$ cat src/hsvr_pkg.sv
// Shared constants, payload types and hue sector codes for the HSV to RGB converter.
package hsvr_pkg;

  // Channel width of saturation, brightness and the color outputs (8..24).
  localparam int CHANNEL_BITS = 16;

  // Hue in 1/64 degree units.
  localparam int HUE_BITS   = 15;
  localparam int HueSector  = 3840;            // 60 degrees
  localparam int HueFull    = 6 * HueSector;   // 360 degrees

  // Hue weight (sector-local triangle wave, 0..HueSector).
  localparam int W_BITS = $clog2(HueSector + 1);

  // Rounding offset for the saturation * brightness product.
  localparam longint unsigned ChHalf = 64'd1 << (CHANNEL_BITS - 1);

  // Second-component product: chroma * weight + HueSector/2.
  localparam int X_BITS = CHANNEL_BITS + W_BITS;

  // Division by 3840 = 256 * 15: shift by 8, then multiply by a reciprocal of 15.
  localparam int DIV_SHIFT  = 8;
  localparam int Y_BITS     = X_BITS - DIV_SHIFT;
  localparam int K_BITS     = Y_BITS + 4;
  localparam longint unsigned Recip15 = ((64'd1 << K_BITS) + 64'd14) / 64'd15;
  localparam int RECIP_BITS = K_BITS - 3;
  localparam int Q_BITS     = Y_BITS + RECIP_BITS;

  // Pipeline depth: product, second product, reciprocal product, output.
  localparam int STAGES = 4;

  typedef enum logic [2:0] {
    SECTOR_0 = 3'd0,
    SECTOR_1 = 3'd1,
    SECTOR_2 = 3'd2,
    SECTOR_3 = 3'd3,
    SECTOR_4 = 3'd4,
    SECTOR_5 = 3'd5
  } sector_t;

  typedef struct packed {
    logic [HUE_BITS-1:0]     hue;
    logic [CHANNEL_BITS-1:0] saturation;
    logic [CHANNEL_BITS-1:0] brightness;
  } hsv_t;

  typedef struct packed {
    logic [CHANNEL_BITS-1:0] red;
    logic [CHANNEL_BITS-1:0] green;
    logic [CHANNEL_BITS-1:0] blue;
  } rgb_t;

  typedef struct packed {
    logic                gray;
    sector_t             sector;
    logic [W_BITS-1:0]   weight;
  } hue_info_t;

  typedef struct packed {
    logic [STAGES-1:0] load;
    logic [STAGES-1:0] valid;
  } pipe_ctrl_t;

endpackage

$ cat src/hsvr_hue_decode.sv
// Hue decode: sector, out-of-range flag and triangle-wave weight.
module hsvr_hue_decode
  import hsvr_pkg::*;
(
  input  logic [HUE_BITS-1:0] hue,
  output hue_info_t           info
);

  logic [HUE_BITS-1:0] phase;
  logic [HUE_BITS-1:0] weight_full;

  always_comb begin
    info.gray = hue > HUE_BITS'(HueFull);

    // boundaries belong to the lower sector
    if (hue > HUE_BITS'(5 * HueSector)) begin
      info.sector = SECTOR_5;
    end else if (hue > HUE_BITS'(4 * HueSector)) begin
      info.sector = SECTOR_4;
    end else if (hue > HUE_BITS'(3 * HueSector)) begin
      info.sector = SECTOR_3;
    end else if (hue > HUE_BITS'(2 * HueSector)) begin
      info.sector = SECTOR_2;
    end else if (hue > HUE_BITS'(HueSector)) begin
      info.sector = SECTOR_1;
    end else begin
      info.sector = SECTOR_0;
    end

    // hue mod 120 degrees
    if (hue >= HUE_BITS'(6 * HueSector)) begin
      phase = hue - HUE_BITS'(6 * HueSector);
    end else if (hue >= HUE_BITS'(4 * HueSector)) begin
      phase = hue - HUE_BITS'(4 * HueSector);
    end else if (hue >= HUE_BITS'(2 * HueSector)) begin
      phase = hue - HUE_BITS'(2 * HueSector);
    end else begin
      phase = hue;
    end

    // S - |phase - S|; junk when gray, which ignores it
    if (phase >= HUE_BITS'(HueSector)) begin
      weight_full = HUE_BITS'(2 * HueSector) - phase;
    end else begin
      weight_full = phase;
    end
    info.weight = weight_full[W_BITS-1:0];
  end

endmodule

$ cat src/hsvr_pipe_ctrl.sv
// Valid bits and per-stage load enables for the converter pipeline.
module hsvr_pipe_ctrl
  import hsvr_pkg::*;
(
  input  logic       clk,
  input  logic       rst,
  input  logic       in_valid,
  input  logic       out_stall,
  output pipe_ctrl_t ctrl
);

  logic [STAGES-1:0] valid;
  logic [STAGES-1:0] valid_next;
  logic [STAGES-1:0] ready;

  always_comb begin
    // a stage takes new data when empty or when its content moves on
    ready[STAGES-1] = !valid[STAGES-1] || !out_stall;
    for (int i = STAGES - 2; i >= 0; i--) begin
      ready[i] = !valid[i] || ready[i+1];
    end
    for (int i = 0; i < STAGES; i++) begin
      if (ready[i]) begin
        valid_next[i] = (i == 0) ? in_valid : valid[(i == 0) ? 0 : i - 1];
      end else begin
        valid_next[i] = valid[i];
      end
    end
    ctrl.load  = ready;
    ctrl.valid = valid;
  end

  always_ff @(posedge clk) begin
    if (rst) begin
      valid <= '0;
    end else begin
      valid <= valid_next;
    end
  end

endmodule

$ cat src/hsv_to_rgb_converter_top.sv
// Top level of the HSV to RGB converter: four-stage fixed-point datapath.
//
// Converts one hue/saturation/value transaction into one red/green/blue
// transaction. Hue is in 1/64 degree units (23040 = 360 degrees); saturation,
// brightness and the outputs are unsigned Q0.16. Throughput is one
// transaction per clock while rgb_stall is low. The four register stages
// are: saturation x brightness (chroma), chroma x hue weight, reciprocal
// multiply for the divide by 3840, and the channel select/add into the
// output register. Each stage holds its content only while the stage after
// it is full and blocked, so bubbles are squeezed out and a stalled rgb
// output still lets earlier stages fill. A hue above 360 degrees gives gray
// (all channels equal brightness minus chroma); a hue on a 60-degree
// boundary belongs to the lower sector. The block keeps no state between
// transactions and reset only clears the valid bits.
module hsv_to_rgb_converter_top
  import hsvr_pkg::*;
(
  input  logic clk,
  input  logic rst,
  input  logic hsv_valid,
  output logic hsv_stall,
  input  hsv_t hsv,
  output logic rgb_valid,
  input  logic rgb_stall,
  output rgb_t rgb
);

  pipe_ctrl_t ctrl;
  hue_info_t  in_info;

  hsvr_pipe_ctrl u_ctrl (
    .clk       (clk),
    .rst       (rst),
    .in_valid  (hsv_valid),
    .out_stall (rgb_stall),
    .ctrl      (ctrl)
  );

  hsvr_hue_decode u_hue (
    .hue  (hsv.hue),
    .info (in_info)
  );

  assign hsv_stall = !ctrl.load[0];
  assign rgb_valid = ctrl.valid[STAGES-1];

  // Stage A: chroma = round(saturation * brightness)
  logic [2*CHANNEL_BITS-1:0] a_prod;
  logic [CHANNEL_BITS-1:0]   a_chroma;
  logic [CHANNEL_BITS-1:0]   a_bright;
  hue_info_t                 a_info;

  assign a_prod = (2*CHANNEL_BITS)'(hsv.saturation) * (2*CHANNEL_BITS)'(hsv.brightness)
                + (2*CHANNEL_BITS)'(ChHalf);

  always_ff @(posedge clk) begin
    if (ctrl.load[0]) begin
      a_chroma <= a_prod[2*CHANNEL_BITS-1:CHANNEL_BITS];
      a_bright <= hsv.brightness;
      a_info   <= in_info;
    end
  end

  // Stage B: chroma * weight + half sector, and offset m
  logic [X_BITS-1:0]       b_x;
  logic [CHANNEL_BITS-1:0] b_chroma;
  logic [CHANNEL_BITS-1:0] b_offset;
  logic                    b_gray;
  sector_t                 b_sector;

  always_ff @(posedge clk) begin
    if (ctrl.load[1]) begin
      b_x      <= X_BITS'(a_chroma) * X_BITS'(a_info.weight) + X_BITS'(HueSector / 2);
      b_chroma <= a_chroma;
      b_offset <= a_bright - a_chroma;  // chroma never exceeds brightness
      b_gray   <= a_info.gray;
      b_sector <= a_info.sector;
    end
  end

  // Stage C: x / 3840 as (x >> 8) * ceil(2^K / 15), quotient taken at stage D
  logic [Y_BITS-1:0]       b_y;
  logic [Q_BITS-1:0]       c_prod;
  logic [CHANNEL_BITS-1:0] c_chroma;
  logic [CHANNEL_BITS-1:0] c_offset;
  logic                    c_gray;
  sector_t                 c_sector;

  assign b_y = b_x[X_BITS-1:DIV_SHIFT];

  always_ff @(posedge clk) begin
    if (ctrl.load[2]) begin
      c_prod   <= Q_BITS'(b_y) * Q_BITS'(Recip15);
      c_chroma <= b_chroma;
      c_offset <= b_offset;
      c_gray   <= b_gray;
      c_sector <= b_sector;
    end
  end

  // Stage D: channel select and offset add into the output register
  logic [CHANNEL_BITS-1:0] c_second;
  logic [CHANNEL_BITS-1:0] c_hi;
  logic [CHANNEL_BITS-1:0] c_mid;
  rgb_t                    rgb_next;

  assign c_second = c_prod[K_BITS +: CHANNEL_BITS];
  assign c_hi     = c_offset + c_chroma;
  assign c_mid    = c_offset + c_second;

  always_comb begin
    rgb_next.red   = c_offset;
    rgb_next.green = c_offset;
    rgb_next.blue  = c_offset;
    if (!c_gray) begin
      unique case (c_sector)
        SECTOR_0: begin
          rgb_next.red   = c_hi;
          rgb_next.green = c_mid;
        end
        SECTOR_1: begin
          rgb_next.red   = c_mid;
          rgb_next.green = c_hi;
        end
        SECTOR_2: begin
          rgb_next.green = c_hi;
          rgb_next.blue  = c_mid;
        end
        SECTOR_3: begin
          rgb_next.green = c_mid;
          rgb_next.blue  = c_hi;
        end
        SECTOR_4: begin
          rgb_next.red   = c_mid;
          rgb_next.blue  = c_hi;
        end
        default: begin
          rgb_next.red   = c_hi;
          rgb_next.blue  = c_mid;
        end
      endcase
    end
  end

  always_ff @(posedge clk) begin
    if (ctrl.load[3]) begin
      rgb <= rgb_next;
    end
  end

endmodule

$ cat config.mk
export PLATFORM = sky130hd
export DESIGN_NAME = hsv_to_rgb_converter_top
export DESIGN_NICKNAME = d
export VERILOG_FILES = /design/src/hsvr_pkg.sv /design/src/hsvr_hue_decode.sv /design/src/hsvr_pipe_ctrl.sv /design/src/hsv_to_rgb_converter_top.sv
export SDC_FILE = /design/constraint.sdc
export NUM_CORES = 2
export LEC_CHECK = 0
export BUFFER_PORTS_ARGS = -buffer_cell sky130_fd_sc_hd__buf_2
export CORE_ASPECT_RATIO = 2
export CORE_MARGIN = 2
export CORE_UTILIZATION = 50
export DETAILED_ROUTE_END_ITERATION = 10
export PLACE_DENSITY_LB_ADDON = 0.3
export SYNTH_ARGS = -nofsm -noshare
export SYNTH_HDL_FRONTEND = slang
export SYNTH_SLANG_ARGS = --single-unit
$ cat constraint.sdc
create_clock -name clk -period 10 [get_ports clk]
set_input_delay 2 -clock clk [delete_from_list [all_inputs] [get_ports clk]]
set_output_delay 2 -clock clk [all_outputs]
set_load 0.1 [all_outputs]
==> out/metrics.yaml <==
port_buffers: 100
fin_crit_ps: 7690
routedWlPerCell_um: 19.1
nets: 3674
async_flop_share_pct: 0
die_h_um: 337
setup_viol: 0
grt_max_degree: 57
drtPass1Iterations: 6
syn_avg_cell_area_um2: 9.79
synth_area_leaders: "fa_1 27%, edfxtp_1 22%, ha_1 17%"
rsz0062_at_grt: "no"
final-hold-violation-count: 0
cts_inserted_buffers: 20
fillerInstances: 4950
ys_warn_count: 0
netlist_area_mm2: 0.0277
synthesis.nets: 3626
cts_setup_buffers: 0
gp_congestion: 0.958
fin_crit_sh_pct: 76.9
fin_tns_setup_ps: 0
syn-instance-count: 2835
start_kind: "input pin"
synth_top_cell_area_share_pct: 26.9
die_w_um: 171
drv_cap: 0
ys.flop_type: "edfxtp_1"
cts_tree: "done"
rows: 122
path_max_fanout: 17
worstPathRequired_ps: 10340
endpoint_kind: "flop"
htree_num_levels: 1
dieArea_mm2: 0.0575
clkTransAtPathRegs_ps: 70
slew_violations: 0
grt-ovfl-total: 0
crit_arrival_ps: 8030
slew_headroom_pct: 16.9
yosys.area.top_type: "fa_1"
synth_edf_count: 204
dr_total_vias: 20000
synth_most_common_cell: "inv_1"
fin_util_pct: 53.7
worstMarginPinSlew_ps: 1250
post_cts_resized: 0
fmax_ghz: 0.130
ant_nets: 0
core_mm2: 0.0551
clockBufferDepth: 3
ys_ff_latch: 208
drt_iter0_drc: 1039
crit_type: "in2reg"
cts_sinks: 208
area.growth.synth_to_final_pct: 6.66
dp_hpwl_mm: 58.4
io_pins: 101
outcome: "completed"
hp-class: "reg2reg"
ys_seq_area_share_pct: 22.4
layout-drive-gt1-share_pct: 6.04
cts_hold_buf: 0
start_util_pct: 50.3
cts-root-buf: "clkbuf_16"
grt_pass1_wl_mm: 112
ys_types: 69
yosys-top-cells-count: "564 x inv_1, 373 x fa_1, 367 x ha_1"
viasPerCell: 5.49
grt_pass1_vias: 22200
remaining_drc_errors: 0
grt_usage_pct: 25.2
antenna_found_initial: 5
clkLatencyLatePin_ps: 540
wl_mm: 69.5
fin_skew_ps: 13.5
==> flip-flops by register name, indices dropped and copies added (netlist names) <==
signal        cells
a_chroma         16
a_info           16
rgb              48
c_sector          3
c_gray            1
a_bright         16
c_chroma         16
b_offset         16
b_chroma         16
b_gray            1
b_sector          3
u_ctrl.valid      4
b_x              20
c_offset         16
c_prod           16
==> metrics by stage <==
| stage | area (um^2) | instances | setup slack, ps | hold slack, ps |
|---|---|---|---|---|
| after global routing | 29600 | 3642 | 1960 | 425 |
| after detailed placement | 29000 | 3605 | 1740 | 405 |
| final | 29600 | 3643 | 2310 | 415 |
| after global placement | 29000 | 3605 | 1770 | 401 |
| after CTS | 29600 | 3640 | 2330 | 416 |
| after floorplan | 27700 | 2835 | 2360 | 400 |
==> layout by cell type (no fill, tap or decap), types with 13 or more instances in the layout <==
cell type    n
buf_2      100
xor2_1      29
o21a_1      15
nand2_1    347
buf_4       17
and2_1     199
xnor2_1     68
and3_1      14
ha_1       367
a211oi_1    13
fa_1       373
nor3_1      31
edfxtp_1   204
nor2_1      83
a21o_1      20
nand3_1     21
o21ai_0     90
inv_1      563
clkbuf_16   20
a22oi_1     13
nand4_1     13
a21oi_1     79
==> worst max-delay path, stage by stage <==
cell	delay, ps
buf_2	340
nand2_1	140
fa_1	540
fa_1	590
fa_1	450
fa_1	540
inv_1	50
fa_1	490
fa_1	420
ha_1	300
o211ai_1	100
nor2_1	90
a221oi_1	250
a21oi_1	140
o221a_2	370
a211oi_1	410
nor3_1	160
or4_1	520
o311ai_0	110
==> path summary, 6_finish.rpt <==
| path | slack (ps) | start | end | cells past startpoint |
|---|---|---|---|---|
| hold reg to reg | 420 | b_chroma[7] | c_chroma[7] | 0 |
| setup / recovery | 2310 | hsv[1] | a_chroma[13] | 19 |
| setup reg to reg | 3050 | a_chroma[1] | b_x[27] | 19 |
| hold / removal | 420 | b_chroma[7] | c_chroma[7] | 0 |
==> per-layer routing <==
layer / GRT usage (%) / routed length (um) / share of wire [%]
met5: 0 / 27 / 0.039
met1: 23.4 / 22400 / 32
met3: 2.66 / 2530 / 3.6
met2: 50.2 / 39300 / 57
met4: 16.9 / 5210 / 7.5
==> final cells by class <==
class	count	area [um^2]	share of cell area [%]
Multi-Input combinational cell	1971	19100	64.5
Sequential cell	208	6210	21.0
Inverter	565	2120	7.17
Tap cell	744	931	3.15
Timing Repair Buffer	117	628	2.12
Clock buffer	22	508	1.72
Clock inverter	13	97.6	0.330
Antenna cell	3	7.51	0.0254
==> cells by family after synthesis <==
family                     count (synthesis)  synth area share, %
adders and majority gates                740                 43.5
AOI/OAI and AO/OA                        348                 8.24
muxes                                     14                0.514
DFF                                      208                 22.4
and+or+nand+nor                          770                 13.4
xor gates and xnor gates                  99                 3.15
buffers and inverters                    656                 8.88
Power is not shown: default switching activity piles up to over one toggle a cycle in this logic, so the estimate is an artifact.
